--- src/assert_macros.svh ---
// Assertion macros used by the top-level RTL file of the scroll stepper.
`ifndef ASSERT_MACROS_SVH
`define ASSERT_MACROS_SVH

`ifndef SYNTH

// Clocked check, ignored while reset is asserted.
`define MSS_ASSERT(lbl, prop) \
  lbl: assert property (@(posedge clk_i) disable iff (!rst_ni) (prop)) \
    else $error("marquee scroll stepper check failed");

// Clocked check that also holds during reset.
`define MSS_ASSERT_ALWAYS(lbl, prop) \
  lbl: assert property (@(posedge clk_i) (prop)) \
    else $error("marquee scroll stepper check failed");

`else

`define MSS_ASSERT(lbl, prop)
`define MSS_ASSERT_ALWAYS(lbl, prop)

`endif

`endif

--- src/mss_pkg.sv ---
// Package: types, constants and helper functions of the scroll stepper.
`timescale 1ns / 1ps

package mss_pkg;

  localparam int COORD_WIDTH = 16;              // position register width
  localparam int EXT_WIDTH   = COORD_WIDTH + 2; // room for position + text size
  localparam int OUT_WIDTH   = 16;
  localparam int SIZE_WIDTH  = 12;
  localparam int SPEED_WIDTH = 8;
  localparam int PAUSE_WIDTH = 16;
  localparam int CFG_IDX_WIDTH  = 3;
  localparam int CFG_DATA_WIDTH = 16;

  localparam logic signed [SPEED_WIDTH-1:0] SPEED_MIN = 8'sh80;
  localparam logic signed [SPEED_WIDTH-1:0] SPEED_MAX = 8'sh7f;

  typedef enum logic [1:0] {
    MODE_NONE   = 2'd0,
    MODE_WRAP   = 2'd1,
    MODE_BOUNCE = 2'd2,
    MODE_ONCE   = 2'd3
  } mode_e;

  typedef enum logic [CFG_IDX_WIDTH-1:0] {
    REG_MODE          = 3'd0,
    REG_START_SPEED_X = 3'd1,
    REG_START_SPEED_Y = 3'd2,
    REG_GAP           = 3'd3,
    REG_PAUSE_LEN     = 3'd4,
    REG_WINDOW_WIDTH  = 3'd5,
    REG_WINDOW_HEIGHT = 3'd6
  } cfg_idx_e;

  typedef struct packed {
    mode_e                          mode;
    logic signed [SPEED_WIDTH-1:0]  start_speed_x;
    logic signed [SPEED_WIDTH-1:0]  start_speed_y;
    logic [SIZE_WIDTH-1:0]          gap;
    logic [PAUSE_WIDTH-1:0]         pause_len;
    logic [SIZE_WIDTH-1:0]          window_width;
    logic [SIZE_WIDTH-1:0]          window_height;
  } cfg_t;

  typedef struct packed {
    logic                  restart;
    logic [SIZE_WIDTH-1:0] text_width;
    logic [SIZE_WIDTH-1:0] text_height;
  } item_t;

  typedef struct packed {
    logic signed [OUT_WIDTH-1:0] offset_x;
    logic signed [OUT_WIDTH-1:0] offset_y;
    logic signed [OUT_WIDTH-1:0] repeat_x;
    logic signed [OUT_WIDTH-1:0] repeat_y;
    logic                        active;
    logic                        unscrolled;
  } result_t;

  // Sign-extend or truncate a position to the output width.
  function automatic logic signed [OUT_WIDTH-1:0] coord_to_out(
    input logic signed [COORD_WIDTH-1:0] v
  );
    logic signed [COORD_WIDTH+OUT_WIDTH-1:0] t;
    t = (COORD_WIDTH + OUT_WIDTH)'(v);
    return t[OUT_WIDTH-1:0];
  endfunction

  // Sign-extend or truncate an extended value to the output width.
  function automatic logic signed [OUT_WIDTH-1:0] ext_to_out(
    input logic signed [EXT_WIDTH-1:0] v
  );
    logic signed [EXT_WIDTH+OUT_WIDTH-1:0] t;
    t = (EXT_WIDTH + OUT_WIDTH)'(v);
    return t[OUT_WIDTH-1:0];
  endfunction

  // Negate a speed, saturating the most negative value.
  function automatic logic signed [SPEED_WIDTH-1:0] neg_speed(
    input logic signed [SPEED_WIDTH-1:0] s
  );
    return (s == SPEED_MIN) ? SPEED_MAX : -s;
  endfunction

endpackage

--- src/mss_in_if.sv ---
// Interface: input item channel of the scroll stepper.
`timescale 1ns / 1ps

interface mss_in_if import mss_pkg::*; ();
  logic                  valid;
  logic                  ready;
  logic                  restart;
  logic [SIZE_WIDTH-1:0] text_width;
  logic [SIZE_WIDTH-1:0] text_height;

  modport source (output valid, restart, text_width, text_height, input ready);
  modport sink   (input valid, restart, text_width, text_height, output ready);
endinterface

--- src/mss_out_if.sv ---
// Interface: result channel of the scroll stepper.
`timescale 1ns / 1ps

interface mss_out_if import mss_pkg::*; ();
  logic                        valid;
  logic                        ready;
  logic signed [OUT_WIDTH-1:0] offset_x;
  logic signed [OUT_WIDTH-1:0] offset_y;
  logic signed [OUT_WIDTH-1:0] repeat_x;
  logic signed [OUT_WIDTH-1:0] repeat_y;
  logic                        active;
  logic                        unscrolled;

  modport source (output valid, offset_x, offset_y, repeat_x, repeat_y, active,
                  unscrolled, input ready);
  modport sink   (input valid, offset_x, offset_y, repeat_x, repeat_y, active,
                  unscrolled, output ready);
endinterface

--- src/mss_cfg_if.sv ---
// Interface: configuration write channel of the scroll stepper.
`timescale 1ns / 1ps

interface mss_cfg_if import mss_pkg::*; ();
  logic                      valid;
  logic                      ready;
  logic [CFG_IDX_WIDTH-1:0]  index;
  logic [CFG_DATA_WIDTH-1:0] data;

  modport source (output valid, index, data, input ready);
  modport sink   (input valid, index, data, output ready);
endinterface

--- src/mss_cfg_regs.sv ---
// Configuration register file of the scroll stepper.
`timescale 1ns / 1ps

module mss_cfg_regs import mss_pkg::*; (
  input  logic  clk_i,
  input  logic  rst_ni,
  mss_cfg_if.sink cfg_i,
  output cfg_t  cfg_o
);

  cfg_t cfg_q, cfg_d;

  assign cfg_i.ready = 1'b1;

  always_comb begin
    cfg_d = cfg_q;
    if (cfg_i.valid) begin
      unique case (cfg_i.index)
        REG_MODE:          cfg_d.mode          = mode_e'(cfg_i.data[1:0]);
        REG_START_SPEED_X: cfg_d.start_speed_x = cfg_i.data[SPEED_WIDTH-1:0];
        REG_START_SPEED_Y: cfg_d.start_speed_y = cfg_i.data[SPEED_WIDTH-1:0];
        REG_GAP:           cfg_d.gap           = cfg_i.data[SIZE_WIDTH-1:0];
        REG_PAUSE_LEN:     cfg_d.pause_len     = cfg_i.data[PAUSE_WIDTH-1:0];
        REG_WINDOW_WIDTH:  cfg_d.window_width  = cfg_i.data[SIZE_WIDTH-1:0];
        REG_WINDOW_HEIGHT: cfg_d.window_height = cfg_i.data[SIZE_WIDTH-1:0];
        default:           cfg_d = cfg_q;  // drop writes to unmapped indexes
      endcase
    end
  end

  always_ff @(posedge clk_i or negedge rst_ni) begin
    if (!rst_ni) begin
      cfg_q <= '0;
    end else begin
      cfg_q <= cfg_d;
    end
  end

  assign cfg_o = cfg_q;

endmodule

--- src/mss_step_core.sv ---
// Scroll state registers and the per-tick update logic.
`timescale 1ns / 1ps

module mss_step_core import mss_pkg::*; (
  input  logic    clk_i,
  input  logic    rst_ni,
  input  cfg_t    cfg_i,
  input  logic    step_i,
  input  item_t   item_i,
  output result_t result_o
);

  localparam int EW = EXT_WIDTH;
  localparam int CW = COORD_WIDTH;

  logic signed [CW-1:0]          pos_x_q, pos_x_d, pos_y_q, pos_y_d;
  logic signed [SPEED_WIDTH-1:0] speed_x_q, speed_x_d, speed_y_q, speed_y_d;
  logic [PAUSE_WIDTH-1:0]        pause_q, pause_d;

  logic signed [EW-1:0] tw_e, th_e, ww_m1, wh_m1, ox_e, oy_e;
  logic signed [EW-1:0] nx_e, ny_e, mvx_e, mvy_e;
  logic signed [CW-1:0] rst_x, rst_y, mv_x, mv_y;
  logic                 gt_x, lt_x, gt_y, lt_y, sgt_x, slt_x, sgt_y, slt_y;
  logic                 scroll_mode, too_small, hit, rev_x, rev_y;

  always_comb begin
    tw_e  = $signed(EW'(item_i.text_width));
    th_e  = $signed(EW'(item_i.text_height));
    ww_m1 = $signed(EW'(cfg_i.window_width)) - $signed(EW'(1));
    wh_m1 = $signed(EW'(cfg_i.window_height)) - $signed(EW'(1));
    ox_e  = EW'(pos_x_q);
    oy_e  = EW'(pos_y_q);

    gt_x = !speed_x_q[SPEED_WIDTH-1] && (speed_x_q != '0);
    lt_x = speed_x_q[SPEED_WIDTH-1];
    gt_y = !speed_y_q[SPEED_WIDTH-1] && (speed_y_q != '0);
    lt_y = speed_y_q[SPEED_WIDTH-1];

    // Restart position: enter from the side the text moves away from
    sgt_x = !cfg_i.start_speed_x[SPEED_WIDTH-1] && (cfg_i.start_speed_x != '0);
    slt_x = cfg_i.start_speed_x[SPEED_WIDTH-1];
    sgt_y = !cfg_i.start_speed_y[SPEED_WIDTH-1] && (cfg_i.start_speed_y != '0);
    slt_y = cfg_i.start_speed_y[SPEED_WIDTH-1];
    scroll_mode = (cfg_i.mode == MODE_WRAP) || (cfg_i.mode == MODE_ONCE);
    rst_x = '0;
    rst_y = '0;
    if (scroll_mode) begin
      if (sgt_x)      rst_x = CW'(-tw_e);
      else if (slt_x) rst_x = CW'(ww_m1);
      if (sgt_y)      rst_y = CW'(-th_e);
      else if (slt_y) rst_y = CW'(wh_m1);
    end

    // Repeat step: minus the direction times the period
    nx_e = '0;
    ny_e = '0;
    if (gt_x)      nx_e = -($signed(EW'(cfg_i.gap)) + tw_e);
    else if (lt_x) nx_e = $signed(EW'(cfg_i.gap)) + tw_e;
    if (gt_y)      ny_e = -($signed(EW'(cfg_i.gap)) + th_e);
    else if (lt_y) ny_e = $signed(EW'(cfg_i.gap)) + th_e;

    mv_x  = CW'(ox_e + EW'(speed_x_q));
    mv_y  = CW'(oy_e + EW'(speed_y_q));
    mvx_e = EW'(mv_x);
    mvy_e = EW'(mv_y);

    too_small = ((speed_x_q != '0) && (item_i.text_width < cfg_i.window_width)) ||
                ((speed_y_q != '0) && (item_i.text_height < cfg_i.window_height));
    // An empty window overlaps nothing
    hit   = (ww_m1 >= $signed(EW'(0))) && (wh_m1 >= $signed(EW'(0))) &&
            (ox_e <= ww_m1) && (ox_e + tw_e >= $signed(EW'(0))) &&
            (oy_e <= wh_m1) && (oy_e + th_e >= $signed(EW'(0)));
    rev_x = (lt_x && (ox_e + tw_e <= ww_m1)) || (gt_x && (ox_e >= $signed(EW'(0))));
    rev_y = (lt_y && (oy_e + th_e <= wh_m1)) || (gt_y && (oy_e >= $signed(EW'(0))));

    pos_x_d   = pos_x_q;
    pos_y_d   = pos_y_q;
    speed_x_d = speed_x_q;
    speed_y_d = speed_y_q;
    pause_d   = pause_q;

    result_o.offset_x   = coord_to_out(pos_x_q);
    result_o.offset_y   = coord_to_out(pos_y_q);
    result_o.repeat_x   = '0;
    result_o.repeat_y   = '0;
    result_o.active     = 1'b1;
    result_o.unscrolled = 1'b0;

    if (item_i.restart) begin
      speed_x_d = cfg_i.start_speed_x;
      speed_y_d = cfg_i.start_speed_y;
      pos_x_d   = rst_x;
      pos_y_d   = rst_y;
      pause_d   = PAUSE_WIDTH'(1);
      result_o.offset_x = coord_to_out(rst_x);
      result_o.offset_y = coord_to_out(rst_y);
    end else if (cfg_i.mode == MODE_NONE) begin
      result_o.offset_x = '0;
      result_o.offset_y = '0;
    end else if ((cfg_i.mode == MODE_BOUNCE) && too_small) begin
      result_o.offset_x   = '0;
      result_o.offset_y   = '0;
      result_o.unscrolled = 1'b1;
    end else if (pause_q != '0) begin
      pause_d = pause_q - PAUSE_WIDTH'(1);
    end else begin
      pos_x_d = mv_x;
      pos_y_d = mv_y;
      result_o.repeat_x = ext_to_out(nx_e);
      result_o.repeat_y = ext_to_out(ny_e);
      if (cfg_i.mode == MODE_BOUNCE) begin
        if (rev_x) begin
          speed_x_d = neg_speed(speed_x_q);
          pause_d   = cfg_i.pause_len;
        end
        if (rev_y) begin
          speed_y_d = neg_speed(speed_y_q);
          pause_d   = cfg_i.pause_len;
        end
      end else if (!hit) begin
        if (cfg_i.mode == MODE_WRAP) begin
          // Jump back by one period
          pos_x_d = CW'(mvx_e + nx_e);
          pos_y_d = CW'(mvy_e + ny_e);
        end else begin
          result_o = '0;
        end
      end
    end
  end

  always_ff @(posedge clk_i or negedge rst_ni) begin
    if (!rst_ni) begin
      pos_x_q   <= '0;
      pos_y_q   <= '0;
      speed_x_q <= '0;
      speed_y_q <= '0;
      pause_q   <= '0;
    end else if (step_i) begin
      pos_x_q   <= pos_x_d;
      pos_y_q   <= pos_y_d;
      speed_x_q <= speed_x_d;
      speed_y_q <= speed_y_d;
      pause_q   <= pause_d;
    end
  end

endmodule

--- src/marquee_scroll_stepper.sv ---
// Top level of the marquee scroll stepper: input register, update core, result register.
//
//   channel  direction  transaction carries
//   in_i     sink       restart, text_width, text_height
//   out_o    source     offset_x/y, repeat_x/y, active, unscrolled
//   cfg_i    sink       register index, write data (always ready)
//
// Throughput is one transaction per cycle while out_o is not stalled; a result passes
// through the input register, then the result register, before it is valid.
// The scroll state updates in one pass of the core when an item moves from
// the input register into the result register.
// A stalled result register holds the item in the input register; the input
// register still takes a new item whenever it is empty.
// rst_ni clears configuration, scroll state and both valid flags.
`timescale 1ns / 1ps

`include "assert_macros.svh"

module marquee_scroll_stepper import mss_pkg::*; (
  input  logic     clk_i,
  input  logic     rst_ni,
  mss_in_if.sink   in_i,
  mss_out_if.source out_o,
  mss_cfg_if.sink  cfg_i
);

  cfg_t    cfg;
  item_t   item_q;
  result_t res_d, res_q;
  logic    s1_valid_q, out_valid_q;
  logic    advance, in_ready;
  logic    res_blank;

  mss_cfg_regs u_cfg_regs (
    .clk_i  (clk_i),
    .rst_ni (rst_ni),
    .cfg_i  (cfg_i),
    .cfg_o  (cfg)
  );

  mss_step_core u_step_core (
    .clk_i    (clk_i),
    .rst_ni   (rst_ni),
    .cfg_i    (cfg),
    .step_i   (advance),
    .item_i   (item_q),
    .result_o (res_d)
  );

  assign advance  = s1_valid_q && (!out_valid_q || out_o.ready);
  assign in_ready = !s1_valid_q || advance;
  assign in_i.ready = in_ready;

  always_ff @(posedge clk_i or negedge rst_ni) begin
    if (!rst_ni) begin
      s1_valid_q  <= 1'b0;
      out_valid_q <= 1'b0;
    end else begin
      if (in_ready) begin
        s1_valid_q <= in_i.valid;
      end
      if (advance) begin
        out_valid_q <= 1'b1;
      end else if (out_o.ready) begin
        out_valid_q <= 1'b0;
      end
    end
  end

  always_ff @(posedge clk_i) begin
    if (in_ready && in_i.valid) begin
      item_q.restart     <= in_i.restart;
      item_q.text_width  <= in_i.text_width;
      item_q.text_height <= in_i.text_height;
    end
    if (advance) begin
      res_q <= res_d;
    end
  end

  assign out_o.valid      = out_valid_q;
  assign out_o.offset_x   = res_q.offset_x;
  assign out_o.offset_y   = res_q.offset_y;
  assign out_o.repeat_x   = res_q.repeat_x;
  assign out_o.repeat_y   = res_q.repeat_y;
  assign out_o.active     = res_q.active;
  assign out_o.unscrolled = res_q.unscrolled;

  assign res_blank = (res_q.offset_x == '0) && (res_q.offset_y == '0) &&
                     (res_q.repeat_x == '0) && (res_q.repeat_y == '0) &&
                     !res_q.unscrolled;

  // A finished one-pass result carries no offset or step
  `MSS_ASSERT(a_inactive_zero, (out_valid_q && !res_q.active) |-> res_blank)
  // Unshifted text is always drawn
  `MSS_ASSERT(a_unscrolled_active, (out_valid_q && res_q.unscrolled) |-> res_q.active)
  // An occupied input register only takes a new item when it is moving on
  `MSS_ASSERT(a_no_overwrite, (in_ready && s1_valid_q) |-> advance)
  // A stalled result stays valid into the next cycle
  `MSS_ASSERT(a_result_held, (out_valid_q && !out_o.ready) |=> out_valid_q)

endmodule
--- src/flat_wrapper.sv ---
// flat-port wrapper written by rule: the top's interface ports become plain ports
module marquee_scroll_stepper_flat import mss_pkg::*;
  (clk_i, rst_ni, in_i_valid, in_i_restart, in_i_text_width, in_i_text_height, in_i_ready, out_o_valid, out_o_offset_x, out_o_offset_y, out_o_repeat_x, out_o_repeat_y, out_o_active, out_o_unscrolled, out_o_ready, cfg_i_valid, cfg_i_index, cfg_i_data, cfg_i_ready);
  mss_in_if in_i_i ();
  mss_out_if out_o_i ();
  mss_cfg_if cfg_i_i ();
  input  logic clk_i;
  input  logic rst_ni;
  input wire logic [$bits(in_i_i.valid)-1:0] in_i_valid;
  input wire logic [$bits(in_i_i.restart)-1:0] in_i_restart;
  input wire logic [$bits(in_i_i.text_width)-1:0] in_i_text_width;
  input wire logic [$bits(in_i_i.text_height)-1:0] in_i_text_height;
  output wire logic [$bits(in_i_i.ready)-1:0] in_i_ready;
  output wire logic [$bits(out_o_i.valid)-1:0] out_o_valid;
  output wire logic [$bits(out_o_i.offset_x)-1:0] out_o_offset_x;
  output wire logic [$bits(out_o_i.offset_y)-1:0] out_o_offset_y;
  output wire logic [$bits(out_o_i.repeat_x)-1:0] out_o_repeat_x;
  output wire logic [$bits(out_o_i.repeat_y)-1:0] out_o_repeat_y;
  output wire logic [$bits(out_o_i.active)-1:0] out_o_active;
  output wire logic [$bits(out_o_i.unscrolled)-1:0] out_o_unscrolled;
  input wire logic [$bits(out_o_i.ready)-1:0] out_o_ready;
  input wire logic [$bits(cfg_i_i.valid)-1:0] cfg_i_valid;
  input wire logic [$bits(cfg_i_i.index)-1:0] cfg_i_index;
  input wire logic [$bits(cfg_i_i.data)-1:0] cfg_i_data;
  output wire logic [$bits(cfg_i_i.ready)-1:0] cfg_i_ready;
  assign in_i_i.valid = in_i_valid;
  assign in_i_i.restart = in_i_restart;
  assign in_i_i.text_width = in_i_text_width;
  assign in_i_i.text_height = in_i_text_height;
  assign in_i_ready = in_i_i.ready;
  assign out_o_valid = out_o_i.valid;
  assign out_o_offset_x = out_o_i.offset_x;
  assign out_o_offset_y = out_o_i.offset_y;
  assign out_o_repeat_x = out_o_i.repeat_x;
  assign out_o_repeat_y = out_o_i.repeat_y;
  assign out_o_active = out_o_i.active;
  assign out_o_unscrolled = out_o_i.unscrolled;
  assign out_o_i.ready = out_o_ready;
  assign cfg_i_i.valid = cfg_i_valid;
  assign cfg_i_i.index = cfg_i_index;
  assign cfg_i_i.data = cfg_i_data;
  assign cfg_i_ready = cfg_i_i.ready;
  marquee_scroll_stepper u_core (.clk_i(clk_i), .rst_ni(rst_ni), .in_i(in_i_i), .out_o(out_o_i), .cfg_i(cfg_i_i));
endmodule
--- config.mk ---
export PLATFORM = sky130hd
export DESIGN_NAME = marquee_scroll_stepper_flat
export DESIGN_NICKNAME = d
export VERILOG_FILES = /design/src/mss_pkg.sv /design/src/mss_in_if.sv /design/src/mss_out_if.sv /design/src/mss_cfg_if.sv /design/src/mss_cfg_regs.sv /design/src/mss_step_core.sv /design/src/marquee_scroll_stepper.sv /design/src/flat_wrapper.sv
export VERILOG_INCLUDE_DIRS = /design/src /design/src/src
export SDC_FILE = /design/constraint.sdc
export NUM_CORES = 1
export LEC_CHECK = 0
export ABC_AREA = 1
export BUFFER_PORTS_ARGS = -buffer_cell sky130_fd_sc_hd__buf_2
export CAP_MARGIN = 25
export CORE_MARGIN = 2
export CORE_UTILIZATION = 57
export DETAILED_ROUTE_END_ITERATION = 10
export PLACE_DENSITY_LB_ADDON = 0.05
export SLEW_MARGIN = 20
export SYNTH_ARGS = -nofsm -noshare
export SYNTH_HDL_FRONTEND = slang
export SYNTH_SLANG_ARGS = --single-unit
--- constraint.sdc ---
create_clock -name clk_i -period 3.9 [get_ports clk_i]
set_clock_uncertainty 0.1 [all_clocks]
set_input_delay 0.78 -clock clk_i [delete_from_list [all_inputs] [get_ports clk_i]]
set_output_delay 0.78 -clock clk_i [all_outputs]
set_load 0.005 [all_outputs]
==> impl_metrics.tcl, run 1 <==
set metrics [dict create \
    outcome "finished with violations" \
    violations "negative setup slack" \
    ir_drop_v 0.001349 \
    drive_gt1_share_pct 32.04 \
    post-route-drc-count 0 \
    die_area_sq_um 35480 \
    grt_pass1_vias 19360 \
    mappedNetlistArea_sq_um 19370 \
    hpwl_um 50840 \
    tightest_slew_ps 1006 \
    grtUsageTotal_pct 38.05 \
    path_max_fanout 3 \
    grt_pass1_wl_um 105500 \
    hold_viol_final 0 \
    cp_data_required_time_ps 4300 \
    timing.hold.ws_ps 113.3 \
    fp.coreArea_sq_um 33530 \
    final_util_pct 78.99 \
    cellPowerDensity_nw_per_um2 1083 \
    io-pin-count 118 \
    crit_top_cell "nand2_2" \
    overflow 0 \
    gp_congestion 0.9979 \
    gr-usage-met1_pct 54.50 \
    slew_headroom_pct 32.88 \
    period_share_pct 109.1 \
    slowest_delay_ps 590 \
    final_antenna_net_count 0 \
    cts_hold_buf 0 \
    startpoint_type "flip-flop" \
    max_cap_viol_count 0 \
    drt_wl_total_um 73330 \
    power_w 0.02868 \
    syn_inst 2606 \
    setup_ws_ps -356.8 \
    viasPerCell 5.904 \
    htree_levels 1 \
    crit_slowest_cell "fa_2" \
    areaGrowthSynthToFinish_pct 36.71 \
    clk_pin_slew_ps 60 \
    arrival_ps 4660 \
    use_met2_pct 58.36 \
    reg2reg_slack_ps -360 \
    die_h_um 188.4 \
    grt_busiest_layer "met2" \
    r2r_cells 23 \
    grt_max_degree 68 \
    drtPass1Iterations 6 \
    cp_cell_sequence "ha_4 -> inv_2 -> fa_2 -> buf_6 -> nand2_2 -> o21ai_1 -> nand2_1 -> nand2_1 -> nor2_1 -> ha_1 -> a21oi_1 -> o21ai_2 -> a21oi_2 -> o21ai_4 -> a21oi_2 -> o21bai_2 -> nand4_1 -> nand2_2 -> nand2_2 -> inv_1 -> o21ai_2 -> o211ai_1 -> a22oi_1" \
    yosysUniqueCellTypes 70 \
    p_leak_nw 13.04 \
    cts_max_path_buffers 3 \
    ys_warn_count 0 \
    cts_tree "done" \
    synthFlopType "dfrtp_1" \
    met3_usage_pct 7.432 \
    diodes 0 \
    avgRoutedWirePerCell_um 20.39 \
    num_rows 67 \
    io_buffers 116 \
    post_synth.cell_area_avg_sq_um 7.434 \
    vias 21238 \
    rsz0062_at_grt "yes" \
    cts_sinks 227 \
    hold_class "in -> async" \
    clk-insertion-delay-late_ps 580 \
    antenna_found_initial 2 \
    drt_iter0_drc 2102 \
    cp-end-kind "flip-flop" \
    async_flop_share_pct 59.91 \
    cts.root.buffer_cell "clkbuf_16" \
    synth_edf_count 91 \
    fmax_mhz 234.9 \
    rr_startpoint "u_core.u_cfg_regs.cfg_o[40]" \
    start_util_pct 57.78 \
    slew_violations 0 \
    ys_seq_area_share_pct 31.67 \
    critPathKind "reg -> reg" \
    synth_nets 2864 \
    final_nets 3386 \
    finalSetupViolCount 126 \
    ys_ff_latch 227 \
    numCtsBuffers 27 \
    fin_crit_ps 4257 \
    timing.rr.end "u_core.u_step_core.pos_x_q[12]" \
    dieWidth_um 188.4 \
]
Yosys cell counts (8+ instances only):
library cell	count	share of area (%)
nand2_1	588	11
inv_1	361	7.0
ha_1	201	13
nor2_1	196	3.8
o21ai_0	178	4.6
a21oi_1	155	4.0
nand3_1	155	4.0
dfrtp_1	136	18
edfxtp_1	91	14
xor2_1	86	3.9
o21ai_1	81	2.1
nor3_1	43	1.1
nand4_1	32	1.0
xnor2_1	31	1.4
clkbuf_1	23	0.45
nand2_2	23	0.74
o21bai_1	17	0.66
o211ai_1	14	0.54
buf_2	13	0.34
nand3_2	13	0.67
a31oi_1	11	0.36
inv_2	11	0.21
nor2_2	11	0.36
o22ai_1	10	0.32
a211oi_1	8	0.31
a21boi_1	8	0.31
a21o_1	8	0.31
buf_6	8	0.47
fa_1	8	0.83
o21a_1	8	0.31
where the power goes:
group,internal [W],total (W),switching [W]
Sequential,0.00310,0.00383,0.000725
Combinational,0.0102,0.0225,0.0123
Clock,0.00134,0.00240,0.00107
Total,0.0146,0.0287,0.0141
critical path: cells and delay by family, from the launching register on:
family	cells	cell delay [ps]
compound gates	10	1620
fa+ha+maj	3	1110
simple gates	7	680
flops	1	440
buf+inv	3	220
final cells by class:
cell class,count,area [sq um]
multi-input combinational,1957,13490
fill,2323,7047
sequential,227,6143
timing repair buffer,539,4035
inverter,374,1419
clock buffer,33,698.2
tap,448,560.5
clock inverter,17,121.4
timing repair inverter,2,20.02
sequential cells by signal (all words and copies together) (netlist names):
name	flops
u_core.out_o.repeat_x	16
u_core.u_cfg_regs.cfg_o	70
u_core.u_step_core.pos_y_q	16
u_core.u_step_core.pos_x_q	16
u_core.out_o.offset_x	16
u_core.u_step_core.speed_x_q	8
u_core.out_o.offset_y	16
u_core.u_step_core.pause_q	16
u_core.u_step_core.speed_y_q	8
u_core.out_o.unscrolled	1
u_core.s1_valid_q	1
u_core.out_o.active	1
u_core.out_o.repeat_y	16
u_core.out_o.valid	1
u_core.item_q	25
placed cells by master (no fill, tap or decap), types with 11 or more instances in the layout:
cell type    n
xnor2_1     28
nor2_2      23
buf_4      384
nor3_2      11
o21ai_0    129
nand3_2     49
o21ai_2     54
nand4_1     32
nor2_4      20
buf_6       27
o21bai_1    14
ha_1       160
a21oi_1    117
a21oi_2     33
nand3_1    114
dfrtp_1    130
xor2_1      79
o21ai_1     62
o211ai_1    14
inv_2       31
inv_1      340
nor3_1      36
clkbuf_16   29
nand2_2     72
nand2_1    529
o21ai_4     17
ha_4        40
buf_2      115
nor2_1     168
edfxtp_1    91
metrics by stage:
stage,cells,setup WS (ps),area (sq um),setup TNS (ps)
finish,3597,-356.8,26490,-22880
global route,3597,-611.5,26490,-43530
CTS,3550,-303.3,24910,-7190
detailed placement,3423,-631.5,22610,-28380
global placement,3423,-572.7,22610,-19100
floorplan,2606,-172.9,19380,-2554
per-layer routing:
layer  up-vias  part of all wire (%)
li1       9757                     -
met1      9987                    42
met2      1258                    43
met3       234                    11
met4         2                   4.0
met5         -                 0.011
worst max path at each step:
stage                                        from                             end  depth (start not counted)
CTS                 u_core.u_step_core.pos_y_q[0]   u_core.u_step_core.pause_q[5]                         30
global placement                 u_core.item_q[0]  u_core.u_step_core.pos_y_q[13]                         23
detailed placement               u_core.item_q[0]  u_core.u_step_core.pos_y_q[13]                         23
floorplan                        u_core.item_q[0]  u_core.u_step_core.pause_q[13]                         32
finish                u_core.u_cfg_regs.cfg_o[40]  u_core.u_step_core.pos_x_q[12]                         23
global route        u_core.u_step_core.pos_y_q[0]  u_core.u_step_core.pause_q[10]                         30
what timing repair did:
action                                  CTS  global route
gates cloned                              4             4
gates resized for setup                 216           270
endpoints found under the setup margin  128           128
buffers inserted                         78            48
pin swaps                                96           144
cell families (layout without fill, tap and decap cells):
logic type                 after synthesis  count (layout)  synth area share (%)
AOI/OAI and AO/OA                      529             529                 15.29
xor gates and xnor gates               120             120                 5.541
buffers and inverters                  423             965                 8.764
and+or+nand+nor                       1096            1097                 24.85
adders and majority gates              209             209                 13.81
DFF                                    227             227                 31.67
other                                    1               1               0.01936
muxes                                    1               1               0.05812
Power figures use the tool's default switching activity.
==> run 2, diff against run 1 <==
--- a/config.mk
+++ b/config.mk
@@ -6,13 +6,12 @@
 export SDC_FILE = /design/constraint.sdc
 export NUM_CORES = 1
 export LEC_CHECK = 0
-export ABC_AREA = 1
 export BUFFER_PORTS_ARGS = -buffer_cell sky130_fd_sc_hd__buf_2
 export CAP_MARGIN = 25
 export CORE_MARGIN = 2
 export CORE_UTILIZATION = 57
 export DETAILED_ROUTE_END_ITERATION = 10
-export PLACE_DENSITY_LB_ADDON = 0.05
+export PLACE_DENSITY_LB_ADDON = 0.12
 export SLEW_MARGIN = 20
 export SYNTH_ARGS = -nofsm -noshare
 export SYNTH_HDL_FRONTEND = slang
==> constraint.sdc (replaced) <==
create_clock -name clk_i -period 3.9 [get_ports clk_i]
set_clock_uncertainty 0.1 [all_clocks]
set_input_delay 0.195 -clock clk_i [delete_from_list [all_inputs] [get_ports clk_i]]
set_output_delay 0.195 -clock clk_i [all_outputs]
set_load 0.005 [all_outputs]
==> run 2 against run 1 <==
The run still ends with negative setup slack left; sequential share of layout area decreased by 1.1 points; synthesized cell count decreased by 21%; area after synthesis decreased by 2.3%; combinational power about the same; register-to-register slack got worse by 760 ps; worst hold slack got worse by 85 ps; cell area increased by 4.8%; core utilization increased by 6.1 points; total power decreased by 1.1%.
==> impl_metrics.tcl, run 2 <==
set metrics [dict create \
    outcome "finished with violations" \
    violations "negative setup slack" \
    overflow 0 \
    slew_violations 0 \
    drt_wl_total_um 75470 \
    cp_data_required_time_ps 4280 \
    hold_depth 2 \
    drive_gt1_share_pct 40.66 \
    ys_seq_area_share_pct 32.43 \
    clk-insertion-delay-late_ps 570 \
    avgRoutedWirePerCell_um 23.25 \
    drtPass1Iterations 5 \
    yosysUniqueCellTypes 100 \
    grtUsageTotal_pct 40.34 \
    layout_common_cells "539 x buf_4, 173 x ha_1, 150 x nand2_1" \
    hold_viol_final 0 \
    crit_slowest_cell "edfxtp_1" \
    cts_max_path_buffers 3 \
    pre_cts_slack_ps -920.5 \
    period_share_pct 128.5 \
    crit_top_cell "buf_4" \
    synthFlopType "dfrtp_1" \
    cp_cell_sequence "buf_4 -> ha_1 -> buf_4 -> nand3_1 -> or2_2 -> a31oi_1 -> a31oi_1 -> buf_4 -> buf_4 -> nor2_1 -> mux2i_1 -> o21ai_2 -> ha_1 -> o211ai_1 -> nor2_1 -> and3b_1 -> mux2i_1 -> nand2_1 -> a32o_2 -> mux2i_1 -> or3_1 -> a31oi_1" \
    power_w 0.02836 \
    path_buf_inv 4 \
    fin_crit_ps 5012 \
    fp.coreArea_sq_um 32620 \
    io-pin-count 118 \
    areaGrowthSynthToFinish_pct 46.76 \
    cellPowerDensity_nw_per_um2 1021 \
    synth_edf_count 91 \
    ys_top_cells_by_area "dfrtp_1 18%, edfxtp_1 14%, ha_1 13%, xnor2_1 4.5%, mux2_2 4.5%" \
    yosysTopAreaCellShare_pct 17.99 \
    numCtsBuffers 26 \
    comb_power_share_pct 78.7 \
    synth_nets 2321 \
    hpwl_um 49130 \
    post-route-drc-count 0 \
    final_common_cell "buf_4" \
    gp_congestion 0.9782 \
    p_sw_w 0.01301 \
    die_area_sq_um 34670 \
    p_leak_nw 12.84 \
    syn_inst 2063 \
    ys_warn_count 0 \
    fmax_mhz 199.5 \
    ir_drop_v 0.0008769 \
    dieWidth_um 186.2 \
    startpoint_type "flip-flop" \
    setup_ws_ps -1112 \
    final_nets 3040 \
    clk_pin_slew_ps 60 \
    clkPwrFrac_pct 8.4 \
    cp-end-kind "flip-flop" \
    async_flop_share_pct 59.91 \
    arrival_ps 5390 \
    yosys.area.top_type "dfrtp_1" \
    ys_ff_latch 227 \
    critPathKind "reg -> reg" \
    timing.hold.ws_ps 28.31 \
    post_synth.cell_area_avg_sq_um 9.172 \
    p_int_w 0.01534 \
    cts_tree "done" \
    r2r_cells 22 \
    largest_reg_flops 70 \
    die_h_um 186.2 \
    switching_share_pct 45.89 \
    final_antenna_net_count 0 \
    drt_iter0_drc 2071 \
    synth_commonest_cells "201 x ha_1, 175 x nor2_1, 167 x nand2_1" \
    final_util_pct 85.13 \
    io_buffers 116 \
    finalSetupViolCount 129 \
    slew_headroom_pct 22.15 \
    cts_sinks 227 \
    sequentialPowerShare_pct 12.9 \
    hold_class "in -> reg" \
    mappedNetlistArea_sq_um 18920 \
    cts.root.buffer_cell "clkbuf_16" \
    start_util_pct 58.01 \
    grt_pass1_vias 19730 \
    tightest_slew_ps 1168 \
    htree_levels 1 \
    path_delay_family "simple AND/OR/NAND/NOR gates" \
    grt_max_degree 102 \
    synth.most_common_cell "ha_1" \
    viasPerCell 6.301 \
    antenna_found_initial 1 \
    grt_pass1_wl_um 107300 \
    rsz0062_at_grt "yes" \
    vias 20453 \
    path_max_fanout 5 \
    num_rows 66 \
    cp_num_cells 22 \
    slowest_delay_ps 410 \
    max_cap_viol_count 0 \
]
[run 2: cell count changes after synthesis, moves of 49 or more]
cell     delta
mux2_2     +74
o21ai_0    -50
inv_1     -266
nand3_1   -126
xor2_1     -49
a21o_1     +90
nand2_1   -421
o21ai_1    -74
xnor2_1    +66
[run 2: cell families after synthesis]
logic type / synth area share (%)
xor gates and xnor gates: 6.348
other: 0.01982
AOI/OAI and AO/OA: 20.06
and+or+nand+nor: 17.20
adders and majority gates: 14.14
buffers and inverters: 3.412
DFF: 32.43
muxes: 6.401
[run 2: worst reg2reg max path, cell delays in order (launching register included)]
cell	delay, ps
edfxtp_1	410
buf_4	180
ha_1	300
buf_4	140
nand3_1	100
or2_2	330
a31oi_1	190
a31oi_1	60
buf_4	180
buf_4	150
nor2_1	360
mux2i_1	210
o21ai_2	210
ha_1	270
o211ai_1	160
nor2_1	140
and3b_1	220
mux2i_1	150
nand2_1	130
a32o_2	300
mux2i_1	110
or3_1	350
a31oi_1	190
[run 2: power groups by stage]
| stage | combinational, W | sequential [W] | clock, W |
|---|---|---|---|
| after CTS | 0.0190 | 0.00359 | 0.00238 |
| after global routing | 0.0238 | 0.00369 | 0.00247 |
| after detailed placement | 0.0166 | 0.00362 | 0 |
| after global placement | 0.0160 | 0.00360 | 0 |
| final | 0.0223 | 0.00366 | 0.00238 |
| after floorplan | 0.0100 | 0.00358 | 0 |
[run 2: area by class of cell]
class	count	area, sq um
clock inverters	16	117.6
repair buffers	752	5893
clock buffers	31	669.4
inverters	97	367.9
fillers	1756	4850
multi-input cells	1678	14020
flip-flops and latches	227	6137
well taps	442	553.0
diodes	3	7.507
[run 2: per-stage QoR]
step	cells	area, sq um	TNS, ps
after global routing	3243	27760	-118630
after floorplan	2063	19150	-29080
final	3246	27770	-91260
after detailed placement	3024	23580	-84260
after CTS	3219	26640	-72320
after global placement	3024	23580	-76020
[run 2: path summary, 6_finish.rpt]
kind / from / endpoint / slack, ps
max: u_core.item_q[15] / u_core.u_step_core.pos_x_q[15] / -1110
min: cfg_i_data[4] / u_core.u_cfg_regs.cfg_o[4] / 30
max reg2reg: u_core.item_q[15] / u_core.u_step_core.pos_x_q[15] / -1110
min reg2reg: u_core.u_cfg_regs.cfg_o[35] / u_core.u_cfg_regs.cfg_o[35] / 400
max in group asynchronous: rst_ni / u_core.u_cfg_regs.cfg_o[25] / 2760
min in group asynchronous: rst_ni / u_core.u_cfg_regs.cfg_o[14] / 210
[run 2: per-layer routing]
metal | vias up | routed length, um | part of all wire (%) | GRT usage, %
li1 | 9057 | - | - | -
met1 | 9782 | 29020 | 38 | 53.53
met2 | 1289 | 33260 | 44 | 63.64
met3 | 325 | 8857 | 12 | 9.618
met4 | 0 | 4329 | 5.7 | 16.16
met5 | - | 0 | 0 | 0
[run 2: what timing repair did]
action | CTS | global route
setup endpoints to repair | 129 | 129
buffers inserted | 100 | 26
pin swaps | 162 | 123
resized for setup | 251 | 186
hold endpoints to repair | 178 | 0
hold buffers | 44 | 0
cloned | 9 | 3
